--- src/hw/rtl/ile_pkg.sv ---
`timescale 1ns / 1ps

package ile_pkg;

    localparam int CAPACITY   = 16;
    localparam int DATA_WIDTH = 32;
    localparam int IDX_W      = $clog2(CAPACITY);
    localparam int CNT_W      = $clog2(CAPACITY + 1);
    localparam int POS_W      = 5;
    localparam int VAL_W      = 32;
    localparam int STAT_W     = 2;
    // Compare width wide enough for both a position and a count
    localparam int CMP_W      = (CNT_W > POS_W) ? CNT_W : POS_W;

    // Request opcodes
    localparam logic [1:0] OP_INSERT = 2'd0;
    localparam logic [1:0] OP_REMOVE = 2'd1;
    localparam logic [1:0] OP_READ   = 2'd2;
    localparam logic [1:0] OP_WRITE  = 2'd3;

    // Response status codes
    localparam logic [STAT_W-1:0] ST_OK    = 2'd0;
    localparam logic [STAT_W-1:0] ST_RANGE = 2'd1;
    localparam logic [STAT_W-1:0] ST_EMPTY = 2'd2;
    localparam logic [STAT_W-1:0] ST_FULL  = 2'd3;

    // Cell commands broadcast along the row
    localparam logic [1:0] CMD_HOLD  = 2'd0;
    localparam logic [1:0] CMD_OPEN  = 2'd1;
    localparam logic [1:0] CMD_CLOSE = 2'd2;
    localparam logic [1:0] CMD_WRITE = 2'd3;

    typedef struct packed {
        logic [1:0]       op;
        logic [POS_W-1:0] position;
        logic [VAL_W-1:0] value;
    } t_in_req;

    typedef struct packed {
        logic [STAT_W-1:0] status;
        logic [VAL_W-1:0]  read_value;
        logic [POS_W-1:0]  entry_count;
    } t_out_rsp;

    typedef struct packed {
        logic [1:0]            kind;
        logic [POS_W-1:0]      position;
        logic [DATA_WIDTH-1:0] value;
    } t_cell_cmd;

endpackage

--- src/hw/rtl/ile_cell.sv ---
`timescale 1ns / 1ps

module ile_cell (
    input  logic                             i_clk,
    input  ile_pkg::t_cell_cmd               i_cmd,
    input  logic [ile_pkg::IDX_W-1:0]        i_index,
    input  logic [ile_pkg::DATA_WIDTH-1:0]   i_left,
    input  logic [ile_pkg::DATA_WIDTH-1:0]   i_right,
    output logic [ile_pkg::DATA_WIDTH-1:0]   o_data
);

    logic [ile_pkg::DATA_WIDTH-1:0] r_data;
    logic [ile_pkg::DATA_WIDTH-1:0] n_data;
    logic [ile_pkg::CMP_W-1:0]      idx_ext;
    logic [ile_pkg::CMP_W-1:0]      pos_ext;
    logic                           hit;
    logic                           above;

    assign idx_ext = ile_pkg::CMP_W'(i_index);
    assign pos_ext = ile_pkg::CMP_W'(i_cmd.position);
    assign hit     = (idx_ext == pos_ext);
    assign above   = (idx_ext > pos_ext);

    always_comb begin
        n_data = r_data;
        case (i_cmd.kind)
            ile_pkg::CMD_OPEN: begin
                if (hit) begin
                    n_data = i_cmd.value;
                end else if (above) begin
                    n_data = i_left;
                end
            end
            ile_pkg::CMD_CLOSE: begin
                if (hit || above) begin
                    n_data = i_right;
                end
            end
            ile_pkg::CMD_WRITE: begin
                if (hit) begin
                    n_data = i_cmd.value;
                end
            end
            default: begin
                n_data = r_data;
            end
        endcase
    end

    always_ff @(posedge i_clk) begin
        r_data <= n_data;
    end

    assign o_data = r_data;

endmodule

--- src/hw/rtl/ile_ctrl.sv ---
`timescale 1ns / 1ps

module ile_ctrl (
    input  logic                           i_clk,
    input  logic                           i_rst_n,
    input  logic                           i_accept,
    input  ile_pkg::t_in_req               i_req,
    input  logic [ile_pkg::DATA_WIDTH-1:0] i_cell_data [ile_pkg::CAPACITY],
    output ile_pkg::t_cell_cmd             o_cmd,
    output ile_pkg::t_out_rsp              o_rsp
);

    logic [ile_pkg::CNT_W-1:0]      r_count;
    logic [ile_pkg::CNT_W-1:0]      n_count;
    logic [ile_pkg::CMP_W-1:0]      cnt_ext;
    logic [ile_pkg::CMP_W-1:0]      pos_ext;
    logic [1:0]                     kind;
    logic [ile_pkg::STAT_W-1:0]     status;
    logic [ile_pkg::DATA_WIDTH-1:0] rd_data;
    logic                           do_read;

    assign cnt_ext = ile_pkg::CMP_W'(r_count);
    assign pos_ext = ile_pkg::CMP_W'(i_req.position);

    always_comb begin
        kind    = ile_pkg::CMD_HOLD;
        status  = ile_pkg::ST_OK;
        n_count = r_count;
        do_read = 1'b0;
        case (i_req.op)
            ile_pkg::OP_INSERT: begin
                if (pos_ext > cnt_ext) begin
                    status = ile_pkg::ST_RANGE;
                end else if (cnt_ext == ile_pkg::CMP_W'(ile_pkg::CAPACITY)) begin
                    status = ile_pkg::ST_FULL;
                end else begin
                    kind    = ile_pkg::CMD_OPEN;
                    n_count = r_count + 1'b1;
                end
            end
            ile_pkg::OP_REMOVE: begin
                if (pos_ext >= cnt_ext) begin
                    status = ile_pkg::ST_RANGE;
                end else begin
                    kind    = ile_pkg::CMD_CLOSE;
                    n_count = r_count - 1'b1;
                end
            end
            default: begin
                if (pos_ext > cnt_ext) begin
                    status = ile_pkg::ST_RANGE;
                end else if (r_count == '0) begin
                    status = ile_pkg::ST_EMPTY;
                end else if (pos_ext == cnt_ext) begin
                    status = ile_pkg::ST_RANGE;
                end else if (i_req.op == ile_pkg::OP_READ) begin
                    do_read = 1'b1;
                end else begin
                    kind = ile_pkg::CMD_WRITE;
                end
            end
        endcase
    end

    // Position is below count on a good read, so the low bits index a live cell
    always_comb begin
        rd_data = '0;
        if (do_read) begin
            rd_data = i_cell_data[i_req.position[ile_pkg::IDX_W-1:0]];
        end
    end

    always_ff @(posedge i_clk) begin
        if (!i_rst_n) begin
            r_count <= '0;
        end else if (i_accept) begin
            r_count <= n_count;
        end
    end

    assign o_cmd.kind     = i_accept ? kind : ile_pkg::CMD_HOLD;
    assign o_cmd.position = i_req.position;
    assign o_cmd.value    = ile_pkg::DATA_WIDTH'(i_req.value);

    assign o_rsp.status      = status;
    assign o_rsp.read_value  = ile_pkg::VAL_W'(rd_data);
    assign o_rsp.entry_count = ile_pkg::POS_W'(n_count);

endmodule

--- src/hw/rtl/indexed_list_engine.sv ---
// Response: an accepted request's response is loaded into the output register.
// Throughput: one request per cycle while not stalled; every cell of the row
// shifts, loads or holds in the same cycle; the entry count updates alongside.
// Reset (synchronous, active low) empties the list and drops any pending
// response; stored words are not cleared and never read before written.
`timescale 1ns / 1ps

module indexed_list_engine (
    input  logic                 i_clk,
    input  logic                 i_rst_n,
    input  logic                 i_valid,
    output logic                 o_stall,
    input  ile_pkg::t_in_req     i_req,
    output logic                 o_valid,
    input  logic                 i_stall,
    output ile_pkg::t_out_rsp    o_rsp
);

    logic                           accept;
    ile_pkg::t_cell_cmd             cmd;
    ile_pkg::t_out_rsp              rsp;
    logic [ile_pkg::DATA_WIDTH-1:0] cell_data [ile_pkg::CAPACITY];

    logic                           r_out_valid;
    ile_pkg::t_out_rsp              r_rsp;

    // Stall new requests only while a finished response is held back
    assign o_stall = r_out_valid && i_stall;
    assign accept  = i_valid && !o_stall;

    // Decode the request, keep the entry count, pick the read word
    ile_ctrl u_ctrl (
        .i_clk       (i_clk),
        .i_rst_n     (i_rst_n),
        .i_accept    (accept),
        .i_req       (i_req),
        .i_cell_data (cell_data),
        .o_cmd       (cmd),
        .o_rsp       (rsp)
    );

    // Row of cells: cell k holds list position k. Insert opens a gap by
    // shifting every cell above the position up from its left neighbor;
    // remove closes it by pulling from the right neighbor. The front cell has
    // no left neighbor and the last cell pulls its own word on a remove.
    for (genvar k = 0; k < ile_pkg::CAPACITY; k++) begin : g_cell
        logic [ile_pkg::DATA_WIDTH-1:0] left_data;
        logic [ile_pkg::DATA_WIDTH-1:0] right_data;

        if (k == 0) begin : g_front
            assign left_data = '0;
        end else begin : g_mid_left
            assign left_data = cell_data[k-1];
        end

        if (k == ile_pkg::CAPACITY - 1) begin : g_back
            assign right_data = cell_data[k];
        end else begin : g_mid_right
            assign right_data = cell_data[k+1];
        end

        ile_cell u_cell (
            .i_clk   (i_clk),
            .i_cmd   (cmd),
            .i_index (ile_pkg::IDX_W'(k)),
            .i_left  (left_data),
            .i_right (right_data),
            .o_data  (cell_data[k])
        );
    end

    // Output register: load on accept, release when the consumer takes it
    always_ff @(posedge i_clk) begin
        if (!i_rst_n) begin
            r_out_valid <= 1'b0;
        end else if (accept) begin
            r_out_valid <= 1'b1;
        end else if (!i_stall) begin
            r_out_valid <= 1'b0;
        end
    end

    always_ff @(posedge i_clk) begin
        if (accept) begin
            r_rsp <= rsp;
        end
    end

    assign o_valid = r_out_valid;
    assign o_rsp   = r_rsp;

endmodule

--- config.mk ---
export PLATFORM = sky130hd
export DESIGN_NAME = indexed_list_engine
export DESIGN_NICKNAME = d
export VERILOG_FILES = /design/src/hw/rtl/ile_pkg.sv /design/src/hw/rtl/ile_cell.sv /design/src/hw/rtl/ile_ctrl.sv /design/src/hw/rtl/indexed_list_engine.sv
export SDC_FILE = /design/constraint.sdc
export NUM_CORES = 1
export LEC_CHECK = 0
export BUFFER_PORTS_ARGS = -buffer_cell sky130_fd_sc_hd__clkbuf_2
export CORE_ASPECT_RATIO = 1.4
export CORE_MARGIN = 1
export CORE_UTILIZATION = 30
export CTS_BUF_LIST = sky130_fd_sc_hd__clkbuf_4 sky130_fd_sc_hd__clkbuf_8 sky130_fd_sc_hd__clkbuf_16
export CTS_CLUSTER_SIZE = 40
export DETAILED_ROUTE_END_ITERATION = 10
export GPL_TIMING_DRIVEN = 0
export PLACE_DENSITY_LB_ADDON = 0.2
export SYNTH_ARGS = -nofsm -noshare
export SYNTH_HDL_FRONTEND = slang
export SYNTH_SLANG_ARGS = --single-unit
--- constraint.sdc ---
create_clock -name i_clk -period 13.15 [get_ports i_clk]
set_input_delay 0 -clock i_clk [delete_from_list [all_inputs] [get_ports i_clk]]
set_output_delay 0 -clock i_clk [all_outputs]
set_load 0.05 [all_outputs]
# After elaboration in Yosys (flattened, before gate mapping)
# Index checks and enable logic that the tools add are counted.
[classes]
reduce_logical = 40
n_addsub = 2
n_mux = 109
n_eq_ne = 70
n_bitwise = 1
n_lt_le_gt_ge = 19
[op_table]
columns = ["cell", "count"]
rows = [
  ["$mux W32", 65],
  ["$pmux W32 S3", 15],
  ["$bmux W32 S4", 1],
  ["$ne A2 B1 Y1 const B", 32],
  ["$pmux W32 S2", 1],
  ["$reduce_and A4 Y1", 15],
  ["$ne A3 B1 Y1 const B", 16],
  ["$eq A4 B5 Y1 const A", 8],
  ["$gt A4 B5 Y1 const A", 8],
  ["$mux W2", 11],
  ["$eq A3 B5 Y1 const A", 4],
  ["$gt A3 B5 Y1 const A", 4],
  ["$logic_or A1 B1 Y1", 15],
  ["$mux W5", 3],
  ["$eq A2 B5 Y1 const A", 2],
  ["$gt A1 B5 Y1 const A", 2],
  ["$gt A2 B5 Y1 const A", 2],
  ["$logic_not A5 Y1", 2],
  ["$mux W1", 10],
  ["$pmux W5 S2", 1],
  ["$pmux W2 S2", 2],
  ["$eq A2 B2 Y1 const B", 3],
  ["$add A5 B1 Y5 const B", 1],
  ["$eq A1 B5 Y1 const A", 1],
  ["other kinds (15)", 17],
]
[totals]
regBits = 557
inputBits = 43
out_inout_bits = 41
wordCells = 262

# Longest topological paths before layout
[depth]
ltp_word = 10
depth_mapped = 11
ltp_nobuf = 7

# Cells and area by module
# A second synthesis with hierarchy kept.
[hier_totals]
cells_unflattened = 4239
area_unflattened_um2 = 42996.2
[modules_own_cells]
columns = ["module", "instances", "cells_per_inst", "area_each_um2", "seq_area_each_um2"]
rows = [
  ["ile_cell (g_cell[1].u_cell ...)", 9, 240, 2219.6, 960.9],
  ["ile_cell (g_cell[0].u_cell ...)", 7, 237, 2397.3, 960.9],
  ["ile_ctrl", 1, 375, 5017.3, 100.1],
  ["indexed_list_engine", 1, 45, 1221.2, 1191.1],
]

# Worst setup path after synthesis
# Ideal clock, no wire load.
[synth_timing]
kind = "flip-flop to flip-flop"
start = "register u_ctrl.r_count (netlist bit u_ctrl.cnt_ext[3])"
end = "register g_cell[9].u_cell.r_data (netlist bit g_cell[9].u_cell.o_data[0]), enable pin"
t_arrival_ps = 7092
n_path_buf = 1
path_stages_with_launch = 9
setup_slack_ps = 5463
cell_sequence = "dfxtp_1 > clkbuf_1 > inv_1 > ha_1 > and4_1 > a311oi_1 > a21boi_1 > o211ai_1 > a2111oi_0"
[synth_via]
elab_chain_len = 9
[synth_lines]
columns = ["element", "line_no", "rtl"]
rows = [
  ["from (decl)", "ile_ctrl.sv:13", "logic [ile_pkg::CNT_W-1:0] r_count;"],
  ["from (signal assigned)", "ile_ctrl.sv:77", "r_count <= n_count;"],
  ["$eq A5 B5 Y1", "ile_ctrl.sv:54", "end else if (pos_ext == cnt_ext) begin"],
  ["$mux W2", "ile_ctrl.sv:54", ""],
  ["$mux W2", "ile_ctrl.sv:52", "end else if (r_count == '0) begin"],
  ["$mux W2", "ile_ctrl.sv:50", "if (pos_ext > cnt_ext) begin"],
  ["$pmux W2 S2 (*)", "ile_ctrl.sv:30", "case (i_req.op)"],
  ["$mux W2 (*)", "ile_ctrl.sv:81", "assign o_cmd.kind = i_accept ? kind : ile_pkg::CMD_HOLD;"],
  ["$eq A2 B1 Y1 or $eq A2 B2 Y1 (tied branches)", "ile_cell.sv:26", "case (i_cmd.kind)"],
  ["$ne A3 B1 Y1 (no line), or another cell as far along", "n/a", ""],
  ["$reduce_and A4 Y1 (no line) (*)", "n/a", ""],
  ["to (signal assigned)", "ile_cell.sv:51", "r_data <= n_data;"],
  ["to (decl)", "ile_cell.sv:12", "logic [ile_pkg::DATA_WIDTH-1:0] r_data;"],
]
# Mark *: on every way between the ends. The rest lies on a longest branch, timed or not.
# A chain may end at the register's enable or synchronous reset.

# Final worst setup path
[layout_timing]
start = "register u_ctrl.r_count (netlist bit u_ctrl.cnt_ext[3])"
end = "register g_cell[10].u_cell.r_data (netlist bit g_cell[10].u_cell.o_data[14]) (data pin)"
[layout_via]
elab_chain_len = 8
[layout_lines]
columns = ["element", "line_no", "rtl"]
rows = [
  ["$eq A5 B5 Y1", "ile_ctrl.sv:54", ""],
  ["$mux W2", "ile_ctrl.sv:54", ""],
  ["$mux W2", "ile_ctrl.sv:52", ""],
  ["$mux W2", "ile_ctrl.sv:50", ""],
  ["$pmux W2 S2 (*)", "ile_ctrl.sv:30", ""],
  ["$mux W2 (*)", "ile_ctrl.sv:81", ""],
  ["$eq A2 B2 Y1 or $eq A2 B1 Y1 (tied branches)", "ile_cell.sv:26", ""],
  ["$pmux W32 S3 (*)", "ile_cell.sv:26", ""],
  ["net g_cell[10].u_cell.n_data, one bit", "ile_cell.sv:13", "logic [ile_pkg::DATA_WIDTH-1:0] n_data;"],
  ["to (signal assigned)", "ile_cell.sv:51", ""],
  ["to (decl)", "ile_cell.sv:12", ""],
]
# The timed path passes the listed nets; every way through them passes the cells marked *.

==> impl_metrics.tcl <==
set metrics [dict create \
    status "complete, but fails checks" \
    violations "design-rule violations, max-capacitance violations, max-slew violations" \
    grt_overflow 0 \
    finalInstanceArea_um2 36300 \
    layout-drive-gt1-share_pct 16.3 \
    synth-edff-count 551 \
    maxCapViolCount 4 \
    cts_buffers 60 \
    holdWs_ps 59.0 \
    syn-num-nets 2479 \
    drt_iter0_drc 3990 \
    clock-sinks 557 \
    final_common_cell "edfxtp_1" \
    first_pass_iters 10 \
    endpoint "g_cell[10].u_cell.o_data[14]" \
    antenna_found_initial 6 \
    h-tree-depth 2 \
    remaining_drc_errors 2 \
    critical_path.top_delay_family "buffers and inverters" \
    seq_area_frac_synth_pct 53.7 \
    dp_hpwl_um 114000 \
    ir_drop_mv 0.0895 \
    start_util_pct 30.3 \
    fin_skew_ps 18.3 \
    fmax_mhz 198 \
    placed_area_um2 33900 \
    worst_path_most_repeated_cell "clkbuf_1" \
    r2r.worst_path.cells 10 \
    rr_endpoint "g_cell[10].u_cell.o_data[14]" \
    path_clk_slew_ps 70 \
    cp-start-kind "flip-flop" \
    cts-root-buf "clkbuf_16" \
    dieArea_um2 105000 \
    crit_slowest_cell "a31oi_1" \
    ys_ff_latch 557 \
    grt_usage_pct 30.1 \
    netlist_instances 2428 \
    r2r-start "u_ctrl.cnt_ext[3]" \
    area_growth_pct 17.1 \
    rsz0062_at_grt "false" \
    avgSynthCellArea_um2 12.8 \
    via_per_inst 6.73 \
    grt_pass1_wl_um 220000 \
    nets 2709 \
    cts_max_path_buffers 3 \
    vias 27259 \
    ant_nets 0 \
    final_hold_viol_count 0 \
    fill_cells 10030 \
    crit_type "flip-flop to flip-flop" \
    grt_max_degree 42 \
    drt_wl_total_um 161000 \
    tns_ps 0 \
    reg2reg_slack_ps 8110 \
    cts_tree "yes" \
    core_area_um2 102000 \
    crit_fanout 11 \
    wire_per_inst_um 39.8 \
    globalplace.congestion 1.02 \
    worst-path-buf-inv 4 \
    post_cts_buffers 0 \
    ys_types 71 \
    period_share_pct 38.3 \
    arrival_ps 5420 \
    die_x_um 274 \
    mostFrequentLayoutCells "edfxtp_1, a221o_1, and2_1" \
    layout_min_cycle_time_ps 5040 \
    yosys_warnings 0 \
    endpoint_kind "flip-flop" \
    insertion_delay_ps 680 \
    cp.required_ps 13530 \
    leakagePower_uw 0.0126 \
    io_pins 84 \
    power_density_nw_per_um2 128 \
    timing.critical_path.slowest_cell_delay_ps 1200 \
    max_slew.worst_pin.slew_ps 1570 \
    holdCritStartpoint "i_stall" \
    synth_ff_type "edfxtp_1" \
    rows 139 \
    die_height_um 382 \
    grt_pass1_vias 26884 \
    startpoint "u_ctrl.cnt_ext[3]" \
    syn_area_um2 31000 \
    finalSetupViolations 0 \
    max-slew-margin-rel_pct -4.92 \
    io_buffers 81 \
    finalMaxSlewViolations 28 \
    worstPathCellList "clkbuf_1, inv_1, ha_1, nand4_1, o21a_1, nand3_1, clkbuf_1, a31oi_1, clkbuf_1, o21ai_0" \
    hold_class "input pin to flip-flop" \
    async_flop_share_pct 0 \
    cp.depth 10 \
]
final cells by class:
cell class	instances	area [µm²]	area share [%]
flip-flops and latches	557	16700	45.9
multi-input cells	1547	13200	36.2
well taps	1339	1680	4.61
clock buffers	70	1590	4.39
repair buffers	168	1450	3.99
plain buffers	279	1170	3.21
clock inverters	41	422	1.16
inverters	45	171	0.472
diodes	3	7.51	0.0207
registers in the layout, indices dropped and copies added (netlist names):
signal	count
g_cell.u_cell.o_data	512
o_rsp	39
o_valid	1
u_ctrl.cnt_ext	5
cells by family (layout without fill, tap and decap cells):
| logic type | count (synthesis) | in the layout | share of synthesized area, % |
|---|---|---|---|
| adders and majority gates | 8 | 8 | 0.323 |
| buffers and inverters | 324 | 603 | 4.30 |
| xor gates and xnor gates | 2 | 2 | 0.0565 |
| other | 0 | 3 | 0 |
| muxes | 225 | 225 | 9.97 |
| DFF | 557 | 557 | 53.7 |
| AOI/OAI and AO/OA | 786 | 786 | 21.6 |
| and+or+nand+nor | 526 | 526 | 9.97 |
power by group:
part	internal [µW]	total, µW	switching (µW)
clock	1020	1850	823
sequential	2020	2050	29.7
combinational	242	768	526
total	3290	4660	1380
routing by layer:
| layer | routed length [µm] | global-route usage [%] |
|---|---|---|
| met1 | 57300 | 35.5 |
| met2 | 74400 | 48.2 |
| met3 | 15500 | 6.78 |
| met4 | 13700 | 21.4 |
| met5 | 23 | 0 |
cells in the mapped netlist (9+ instances only):
cell type / instances / area (µm²)
a32oi_1: 64 / 561
buf_1: 10 / 37.5
o21ai_1: 9 / 45.0
o32a_1: 33 / 330
mux4_2: 64 / 1440
a21oi_1: 48 / 240
and2_1: 262 / 1640
mux2i_1: 129 / 1290
a22o_1: 32 / 280
inv_1: 43 / 161
mux2_2: 32 / 360
o21ai_0: 103 / 515
and3_1: 129 / 807
o22ai_1: 32 / 200
clkbuf_1: 187 / 702
nand2_1: 57 / 214
o221ai_1: 33 / 289
nand3_1: 14 / 70.1
nor2_1: 26 / 97.6
buf_2: 79 / 395
edfxtp_1: 551 / 16500
a221o_1: 385 / 3850
per-stage QoR:
stage / setup slack, ps / total power, µW / utilization [%] / std cells
2_1_floorplan: 5460 / 2500 / - / 2428
3_3_place_gp: -3380 / 2790 / 32.3 / 3848
6_report: 8110 / 4660 / 35.4 / 4049
5_1_grt: 7990 / 4750 / 35.4 / 4047
4_1_cts: 8360 / 4650 / 35.4 / 4046
3_5_place_dp: 8370 / 2810 / 33.1 / 3898
how the worst min path moves through the flow:
stage                                   end  slack (ps)  depth (start not counted)
final                     u_ctrl.cnt_ext[3]          60                          4
after global routing      u_ctrl.cnt_ext[3]          90                          4
after CTS                 u_ctrl.cnt_ext[3]          60                          4
after detailed placement            o_valid         230                          2
after global placement              o_valid         220                          2
after floorplan                     o_valid         120                          1
worst min-delay path, cell delays in order:
cell and delay (ps):
clkbuf_2 90, a21bo_2 240, nor2_1 160, o2111ai_1 210
repair_timing:
action / CTS / global route
endpoints found under the hold margin: 168 / 0
gates resized for setup: 0 / 0
hold buffers: 37 / 0
(Power assumes the default switching activity.)
